[src/rtl/ilmq_pkg.sv]
// Package for the interval list merge/query block.
// Holds the entry type, kind codes, controller states and control structs.
`default_nettype none
package ilmq_pkg;

    localparam logic [1:0] KIND_ADD   = 2'd0;
    localparam logic [1:0] KIND_MERGE = 2'd1;
    localparam logic [1:0] KIND_QUERY = 2'd2;

    typedef struct packed {
        logic [6:0]  cnt;
        logic [32:0] hi;
        logic [31:0] lo;
    } t_entry;

    typedef enum logic [4:0] {
        ST_IDLE,
        ST_ADD,
        ST_M_START,
        ST_S_RDKEY,
        ST_S_KEY,
        ST_S_CHK,
        ST_S_CMP,
        ST_W_START,
        ST_W_CUR,
        ST_W_RD,
        ST_W_CMP,
        ST_W_END,
        ST_M_DONE,
        ST_Q_START,
        ST_Q_RD,
        ST_Q_CMP,
        ST_Q_END
    } t_state;

    typedef enum logic [4:0] {
        OP_NONE,
        OP_LOAD,
        OP_ADD,
        OP_SORT_INIT,
        OP_RD_I,
        OP_KEY,
        OP_INS_ZERO,
        OP_RD_J,
        OP_INS_CMP,
        OP_RD_0,
        OP_CUR,
        OP_RD_NX,
        OP_SWEEP,
        OP_SWEEP_END,
        OP_EMIT_MERGE,
        OP_Q_INIT,
        OP_Q_CMP,
        OP_EMIT_QUERY
    } t_op;

    typedef struct packed {
        logic total_zero;
        logic total_lt2;
        logic i_last;
        logic j_zero;
        logic greater;
        logic nx_last;
        logic hit;
        logic pend_v;
        logic out_free;
    } t_status;

endpackage
`default_nettype wire

[src/rtl/ilmq_ctrl.sv]
// Controller FSM: sequences add, insertion sort, merge sweep and query scan.
// Depends on ilmq_pkg; drives one datapath op per cycle.
`default_nettype none
module ilmq_ctrl import ilmq_pkg::*; (
    input  wire logic       i_clk,
    input  wire logic       i_rst_n,
    input  wire logic       i_s_tvalid,
    input  wire logic [1:0] i_kind,
    input  wire t_status    i_st,
    output logic            o_s_tready,
    output t_op             o_op
);
    t_state r_state, n_state;

    always_ff @(posedge i_clk) begin
        if (!i_rst_n) begin
            r_state <= ST_IDLE;
        end else begin
            r_state <= n_state;
        end
    end

    // next state
    always_comb begin
        n_state = r_state;
        unique case (r_state)
            ST_IDLE: begin
                if (i_s_tvalid) begin
                    case (i_kind)
                        KIND_ADD:   n_state = ST_ADD;
                        KIND_MERGE: n_state = ST_M_START;
                        KIND_QUERY: n_state = ST_Q_START;
                        default:    n_state = ST_IDLE;
                    endcase
                end
            end
            ST_ADD:     if (i_st.out_free) n_state = ST_IDLE;
            ST_M_START: n_state = i_st.total_lt2 ? ST_M_DONE : ST_S_RDKEY;
            ST_S_RDKEY: n_state = ST_S_KEY;
            ST_S_KEY:   n_state = ST_S_CHK;
            ST_S_CHK: begin
                if (!i_st.j_zero) begin
                    n_state = ST_S_CMP;
                end else begin
                    n_state = i_st.i_last ? ST_W_START : ST_S_RDKEY;
                end
            end
            ST_S_CMP: begin
                if (i_st.greater) begin
                    n_state = ST_S_CHK;
                end else begin
                    n_state = i_st.i_last ? ST_W_START : ST_S_RDKEY;
                end
            end
            ST_W_START: n_state = ST_W_CUR;
            ST_W_CUR:   n_state = ST_W_RD;
            ST_W_RD:    n_state = ST_W_CMP;
            ST_W_CMP:   n_state = i_st.nx_last ? ST_W_END : ST_W_RD;
            ST_W_END:   n_state = ST_M_DONE;
            ST_M_DONE:  if (i_st.out_free) n_state = ST_IDLE;
            ST_Q_START: n_state = i_st.total_zero ? ST_Q_END : ST_Q_RD;
            ST_Q_RD:    n_state = ST_Q_CMP;
            ST_Q_CMP: begin
                if (!(i_st.hit && i_st.pend_v && !i_st.out_free)) begin
                    n_state = i_st.i_last ? ST_Q_END : ST_Q_RD;
                end
            end
            ST_Q_END:   if (i_st.out_free) n_state = ST_IDLE;
            default:    n_state = ST_IDLE;
        endcase
    end

    // outputs
    always_comb begin
        o_op       = OP_NONE;
        o_s_tready = 1'b0;
        unique case (r_state)
            ST_IDLE: begin
                o_s_tready = 1'b1;
                if (i_s_tvalid) o_op = OP_LOAD;
            end
            ST_ADD:     if (i_st.out_free) o_op = OP_ADD;
            ST_M_START: if (!i_st.total_lt2) o_op = OP_SORT_INIT;
            ST_S_RDKEY: o_op = OP_RD_I;
            ST_S_KEY:   o_op = OP_KEY;
            ST_S_CHK:   o_op = i_st.j_zero ? OP_INS_ZERO : OP_RD_J;
            ST_S_CMP:   o_op = OP_INS_CMP;
            ST_W_START: o_op = OP_RD_0;
            ST_W_CUR:   o_op = OP_CUR;
            ST_W_RD:    o_op = OP_RD_NX;
            ST_W_CMP:   o_op = OP_SWEEP;
            ST_W_END:   o_op = OP_SWEEP_END;
            ST_M_DONE:  if (i_st.out_free) o_op = OP_EMIT_MERGE;
            ST_Q_START: o_op = OP_Q_INIT;
            ST_Q_RD:    o_op = OP_RD_I;
            ST_Q_CMP: begin
                if (!(i_st.hit && i_st.pend_v && !i_st.out_free)) o_op = OP_Q_CMP;
            end
            ST_Q_END:   if (i_st.out_free) o_op = OP_EMIT_QUERY;
            default:    o_op = OP_NONE;
        endcase
    end
endmodule
`default_nettype wire

[config.mk]
export PLATFORM = sky130hd
export DESIGN_NAME = ilmq_ctrl
export DESIGN_NICKNAME = d
export VERILOG_FILES = /design/src/rtl/ilmq_pkg.sv /design/src/rtl/ilmq_ctrl.sv
export SDC_FILE = /design/constraint.sdc
export NUM_CORES = 1
export LEC_CHECK = 0
export ABC_AREA = 0
export BUFFER_PORTS_ARGS = -buffer_cell sky130_fd_sc_hd__buf_2
export CAP_MARGIN = 15
export CORE_MARGIN = 2
export CORE_UTILIZATION = 45
export DETAILED_ROUTE_END_ITERATION = 12
export GPL_TIMING_DRIVEN = 0
export PLACE_DENSITY_LB_ADDON = 0.3
export SYNTH_ARGS = -nofsm -noshare
export SYNTH_HDL_FRONTEND = slang
export SYNTH_SLANG_ARGS = --single-unit
[constraint.sdc]
create_clock -name i_clk -period 1.6 [get_ports i_clk]
set_input_delay 0.32 -clock i_clk [delete_from_list [all_inputs] [get_ports i_clk]]
set_output_delay 0.32 -clock i_clk [all_outputs]
set_load 0.03 [all_outputs]
==> reports/qor.yml, run 1 <==
status: "complete, but fails checks"
violations: "negative setup slack"
grt_max_degree: 11
viasPerCell: 6.31
crit_fanout: 4
top_register: "r_state"
hold_violations: 0
power_density_mw_per_mm2: 2100
clockBufferDepth: 2
synthTopCellsByArea: "dfxtp_1, buf_6, clkbuf_8"
critPathSlowestCell: "or4_4"
cp-end-kind: "primary output"
diodes: 0
synth_top_area_share_pct: 12.7
finalSetupViolCount: 11
finClkSkew_ns: 0.00544
hp-class: "primary input to flop"
final.fill_count: 134
clkTransAtPathRegs_ns: 0.05
numCtsBuffers: 3
slew_headroom_pct: 70.5
crit_buf_inv: 1
required_ns: 1.28
clk_latency_ns: 0.24
cts_root_buffer: "clkbuf_4"
fin_cells: 161
fin_crit_sh_pct: 122
nets: 159
place_inst: 138
grt_pass1_vias: 855
final_util_pct: 74.4
seqCellArea_sq_um: 108
io_pins: 20
cap_violations: 0
drcViolationCount: 0
drt-initial-drc-count: 35
ys_seq_area_share_pct: 12.7
syn_nets: 116
synth_seq_cells: 5
wl_microns: 2680
cts_htree_levels: 1
synthArstFlopShare_pct: 0
ys_types: 46
gp_congestion: 0.925
grtUsageTotal_pct: 23.9
p_leak_uw: 0.000531
antenna_found_initial: 0
die_area_sq_mm: 0.00211
timing.fmax_ghz: 0.511
critPathKind: "flop to primary output"
cts_tree: "built"
drv_slew: 0
largest_reg_flops: 5
peakVddDrop_uv: 1430
cts_sinks: 5
cts-hold-fix-buffers: 0
cp_data_arrival_time_ns: 1.64
vias: 1016
core_area_sq_mm: 0.00169
grt_overflow_total: 0
synth_edf_count: 0
synth_cells: 102
multi_input_area_sq_um: 659
synth_area_sq_um: 790
yosys_warnings: 0
synth_top_cell_by_area: "dfxtp_1"
cp_top_family: "simple AND/OR/NAND/NOR gates"
syn2layout_area_growth_pct: 59.3
slowest_delay_ns: 0.55
worst_pin_slew_ns: 0.438
cp_cell_sequence: "or4_4 > or2_4 > o31ai_4 > buf_6"
start_util_pct: 46.7
fin_ws_ns: -0.358
ant_nets: 0
ys.flop_type: "dfxtp_1"
drive_gt1_share_pct: 52.1
port_buffers: 19
reg_top3: "r_state: 5 flops"
syn_avg_cell_area_sq_um: 7.74
rows: 15
grt_pass1_wl_microns: 3690
die_h_microns: 45.9
rsz0062_at_grt: "yes"
synthTopCellsByCount: "a21oi_1, o21ai_0, nand2_1, nor2_1, dfxtp_1"
cp-start-kind: "flop"
dr.pass1.iters: 4
dieWidth_microns: 45.9
fin_crit_ns: 1.96
place_hpwl_microns: 1610
wl_per_cell_microns: 16.7
[worst register-to-register path, delay by kind of cell (launching register included)]
kind	cells	cell delay (ns)
and+or+nand+nor	3	0.72
AOI/OAI and AO/OA	2	0.43
DFF	1	0.33
buffers and inverters	1	0.17
[path summary, 6_finish.rpt]
path	slack [ns]	cells after the start	startpoint	end
min reg2reg	0.82	3	r_state[2]	r_state[1]
max	-0.36	4	r_state[2]	o_op[0]
min	0.37	2	i_rst_n	r_state[1]
max reg2reg	-0.18	6	r_state[2]	r_state[0]
[per-layer routing]
metal / global-route usage, % / routed length (microns) / up-vias
li1: - / - / 481
met1: 32.7 / 1100 / 490
met2: 39.2 / 1390 / 39
met3: 2.78 / 150 / 6
met4: 6.29 / 41 / 0
met5: 0 / 0 / -
[layout make-up]
class / count / area share [%]
tap: 17 / 1.69
multi-input combinational: 82 / 52.4
sequential: 5 / 8.56
inverter: 4 / 1.49
buffer: 10 / 10.2
clock buffer: 4 / 2.09
timing repair buffer: 39 / 23.5
[timing repair]
item                                    in CTS  in global routing
setup buffers                                9                 11
endpoints found under the setup margin      11                 11
gates resized for setup                     25                 12
pin swaps                                    7                  7
[placed cells by master, fill, tap and decap left out, types with 2 or more instances in the layout]
| cell | count |
|---|---|
| a211o_1 | 2 |
| a21oi_1 | 8 |
| a31o_1 | 2 |
| a31oi_1 | 2 |
| and3_1 | 2 |
| buf_2 | 13 |
| buf_4 | 19 |
| buf_6 | 11 |
| buf_8 | 3 |
| clkbuf_4 | 3 |
| clkbuf_8 | 2 |
| dfxtp_2 | 3 |
| inv_1 | 2 |
| mux2i_1 | 3 |
| nand2_1 | 7 |
| nand2b_1 | 3 |
| nand3b_1 | 3 |
| nor2_1 | 5 |
| nor2b_1 | 4 |
| nor3b_1 | 2 |
| o21a_1 | 2 |
| o21ai_0 | 5 |
| o21ai_2 | 3 |
| o31ai_4 | 2 |
[cells by family (layout without fill, tap and decap cells)]
family	Yosys count	in the layout	synth area share, %
XOR/XNOR	1	1	1.11
multiplexers	3	3	3.80
buffers and inverters	15	57	15.5
AO/OA/AOI/OAI	38	38	35.7
flip-flops	5	5	12.7
AND/OR/NAND/NOR	40	40	31.2
[stage by stage]
step | total power (uW) | instance area [sq um] | hold WS [ns] | TNS [ns] | worst slack, ns
floorplan | 1520 | 858 | 0.438 | -1.21 | -0.172
global placement | 1800 | 975 | 0.617 | -1.62 | -0.348
detailed placement | 1820 | 975 | 0.619 | -1.88 | -0.357
CTS | 2350 | 1130 | 0.371 | -2.34 | -0.347
global route | 2790 | 1260 | 0.364 | -2.94 | -0.385
finish | 2640 | 1260 | 0.368 | -2.44 | -0.358
[power by group]
group	switching, uW	internal, uW
Sequential	52.6	183
Clock	50.1	94.2
Combinational	1120	1140
Total	1220	1420
Note: power is estimated with default switching activity, not from simulation.
==> run 2: changes to the inputs <==
--- a/config.mk
+++ b/config.mk
@@ -5,7 +5,7 @@
 export SDC_FILE = /design/constraint.sdc
 export NUM_CORES = 1
 export LEC_CHECK = 0
-export ABC_AREA = 0
+export ABC_AREA = 1
 export BUFFER_PORTS_ARGS = -buffer_cell sky130_fd_sc_hd__buf_2
 export CAP_MARGIN = 15
 export CORE_MARGIN = 2
==> reports/qor.yml, run 2 <==
top_register: "r_state"
cts_root_buffer: "clkbuf_4"
finClkSkew_ns: 0.00410  # -0.00134 ns
place_hpwl_microns: 1620  # +1.1%
power_density_mw_per_mm2: 1840  # -12%
hold_violations: 0  # unchanged
status: "complete, but fails checks"
synthTopCellsByArea: "nand2_1, nand3_1, dfxtp_1"
gp_congestion: 0.901  # -2.6%
grt_overflow_total: 0  # unchanged
clockBufferDepth: 2  # unchanged
synthTopCellsByCount: "nand2_1, nand3_1, nor2_1, inv_1, a21oi_1"
dieWidth_microns: 43.2  # -5.9%
grt_max_degree: 9  # -2
min_from: "i_rst_n"
place_ws_ns: -0.163  # +0.194 ns
cts_sinks: 5  # unchanged
required_ns: 1.28  # about the same
yosys_warnings: 0  # unchanged
fin_ws_ns: -0.211  # +0.147 ns
critPathKind: "flop to primary output"
slowest_delay_ns: 0.39  # -0.16 ns
final.fill_count: 86  # -36%
seqCellArea_sq_um: 119  # +10%
largest_reg_flops: 5  # unchanged
viasPerCell: 5.97  # -5.4%
peakVddDrop_uv: 1030  # -28%
slew_headroom_pct: 84.3  # +14 points
cp-end-kind: "primary output"
die_area_sq_mm: 0.00186  # -11%
nets: 192  # +21%
ant_nets: 0  # unchanged
synth_cells: 133  # +30%
io_pins: 20  # unchanged
drive_gt1_share_pct: 53.1  # +1.0 points
drv_slew: 0  # unchanged
regToRegStartpoint: "r_state[2]"
core_area_sq_mm: 0.00147  # -13%
grt_pass1_vias: 1008  # +18%
cts_tree: "built"
syn_avg_cell_area_sq_um: 5.19  # -33%
cp-start-kind: "flop"
placed_cell_area_sq_um: 812  # -17%
ys_seq_area_share_pct: 14.5  # +1.8 points
rsz0062_at_grt: "yes"
synth_top_cell_by_area: "nand2_1"
final_common_cell: "nand2_1"
cap_violations: 0  # unchanged
wl_microns: 3160  # +18%
diodes: 0  # unchanged
antenna_found_initial: 0  # unchanged
fin_cells: 193  # +20%
synth_top_area_share_pct: 19.6  # +6.9 points
numCtsBuffers: 3  # unchanged
cts_htree_levels: 1  # unchanged
drt-initial-drc-count: 63  # +80%
grt_pass1_wl_microns: 4420  # +20%
worst_pin_slew_ns: 0.236  # -0.202 ns
vias: 1152  # +13%
fin_crit_ns: 1.81  # -0.147 ns
syn_nets: 147  # +27%
grtUsageTotal_pct: 31.2  # +7.3 points
whs_ns: 0.399  # +0.0313 ns
totalPowerFinal_uw: 2250  # -15%
cp_cell_sequence: "nor2_4 > nand3_2 > o21ai_2 > nor2_1 > nand4_1 > buf_6"
reg_top3: "r_state: 5 flops"
start_util_pct: 46.9  # +0.20 points
place_inst: 168  # +22%
wl_per_cell_microns: 16.4  # -1.8%
crit_path_start: "r_state[0]"
fin_crit_sh_pct: 113  # -9.2 points
synth_area_sq_um: 691  # -13%
timing.fmax_ghz: 0.552  # +8.1%
dr.pass1.iters: 4  # unchanged
clkTransAtPathRegs_ns: 0.04  # about the same
rows: 14  # -1
hp-class: "primary input to flop"
critPathSlowestCell: "dfxtp_4"
multi_input_area_sq_um: 667  # +1.1%
violations: "negative setup slack"
port_buffers: 19  # unchanged
synth_seq_cells: 5  # unchanged
final_cell_area_sq_mm: 0.00122  # -2.9%
ys_types: 19  # -59%
syn2layout_area_growth_pct: 76.8
finalSetupViolCount: 5  # -6
drcViolationCount: 0  # unchanged
crit_fanout: 7  # +3
die_h_microns: 43.2  # -5.9%
synthArstFlopShare_pct: 0  # unchanged
p_leak_uw: 0.000646  # +22%
layout_common_cells: "nand2_1, buf_4, nand3_1"
cp_data_arrival_time_ns: 1.49  # -0.15 ns
synth.most_common_cell: "nand2_1"
clk_latency_ns: 0.24  # about the same
synth_edf_count: 0  # unchanged
ys.flop_type: "dfxtp_1"
run 2: cell types whose count changed after synthesis, moves of 5 or more:
cell | before | now
nand2_1 | 7 | 36
nand3_1 | 1 | 22
inv_1 | 4 | 16
nor2_1 | 6 | 18
inv_2 | 0 | 5
run 2: logic make-up (layout without fill, tap and decap cells):
family / count (synthesis) / in the layout / synth area share [%]
DFF: 5 / 5 / 14.5
buffers and inverters: 22 / 66 / 12.3
and+or+nand+nor: 92 / 92 / 62.0
AOI/OAI and AO/OA: 14 / 14 / 11.2
run 2: layout make-up:
class	instances	share of cell area, %
Sequential cell	5	9.73
Clock buffer	4	2.15
Multi-Input combinational cell	106	54.6
Tap cell	16	1.64
Timing Repair Buffer	40	24.1
Inverter	22	7.79
run 2: worst paths after layout:
check	endpoint	slack, ns	cells after the start
setup / recovery	o_op[2]	-0.21	6
hold / removal	r_state[4]	0.40	3
setup reg to reg	r_state[3]	0.07	9
hold reg to reg	r_state[2]	0.58	2
run 2: stage by stage:
stage | util, % | TNS [ns]
2_1_floorplan | - | 0
3_3_place_gp | 55.2 | -0.361
3_5_place_dp | 55.2 | -0.371
4_1_cts | 69.8 | -0.659
5_1_grt | 83.0 | -1.31
6_report | 83.0 | -0.850
run 2: timing repair:
| item | CTS | global route |
|---|---|---|
| pin swaps | 5 | 12 |
| setup endpoints to repair | 6 | 7 |
| setup buffers | 13 | 11 |
| hold buffers | 0 | 0 |
| gates resized for setup | 33 | 36 |
run 2: power by group:
group,switching (uW),total [uW],internal [uW]
sequential,118,299,181
combinational,1030,1800,771
clock,47.8,142,94.0
total,1200,2250,1050
run 2: worst max-delay path: cells and delay by family, from the launching register on:
| kind | cells | cell delay (ns) |
|---|---|---|
| AO/OA/AOI/OAI | 1 | 0.19 |
| buffers and inverters | 1 | 0.15 |
| flip-flops | 1 | 0.39 |
| AND/OR/NAND/NOR | 4 | 0.52 |
run 2: routing by layer:
layer,up-vias,GRT usage [%],part of all wire [%]
li1,521,-,-
met3,5,3.40,8.5
met2,85,54.6,53
met4,0,15.8,1.0
met5,-,0,0
met1,541,36.7,38
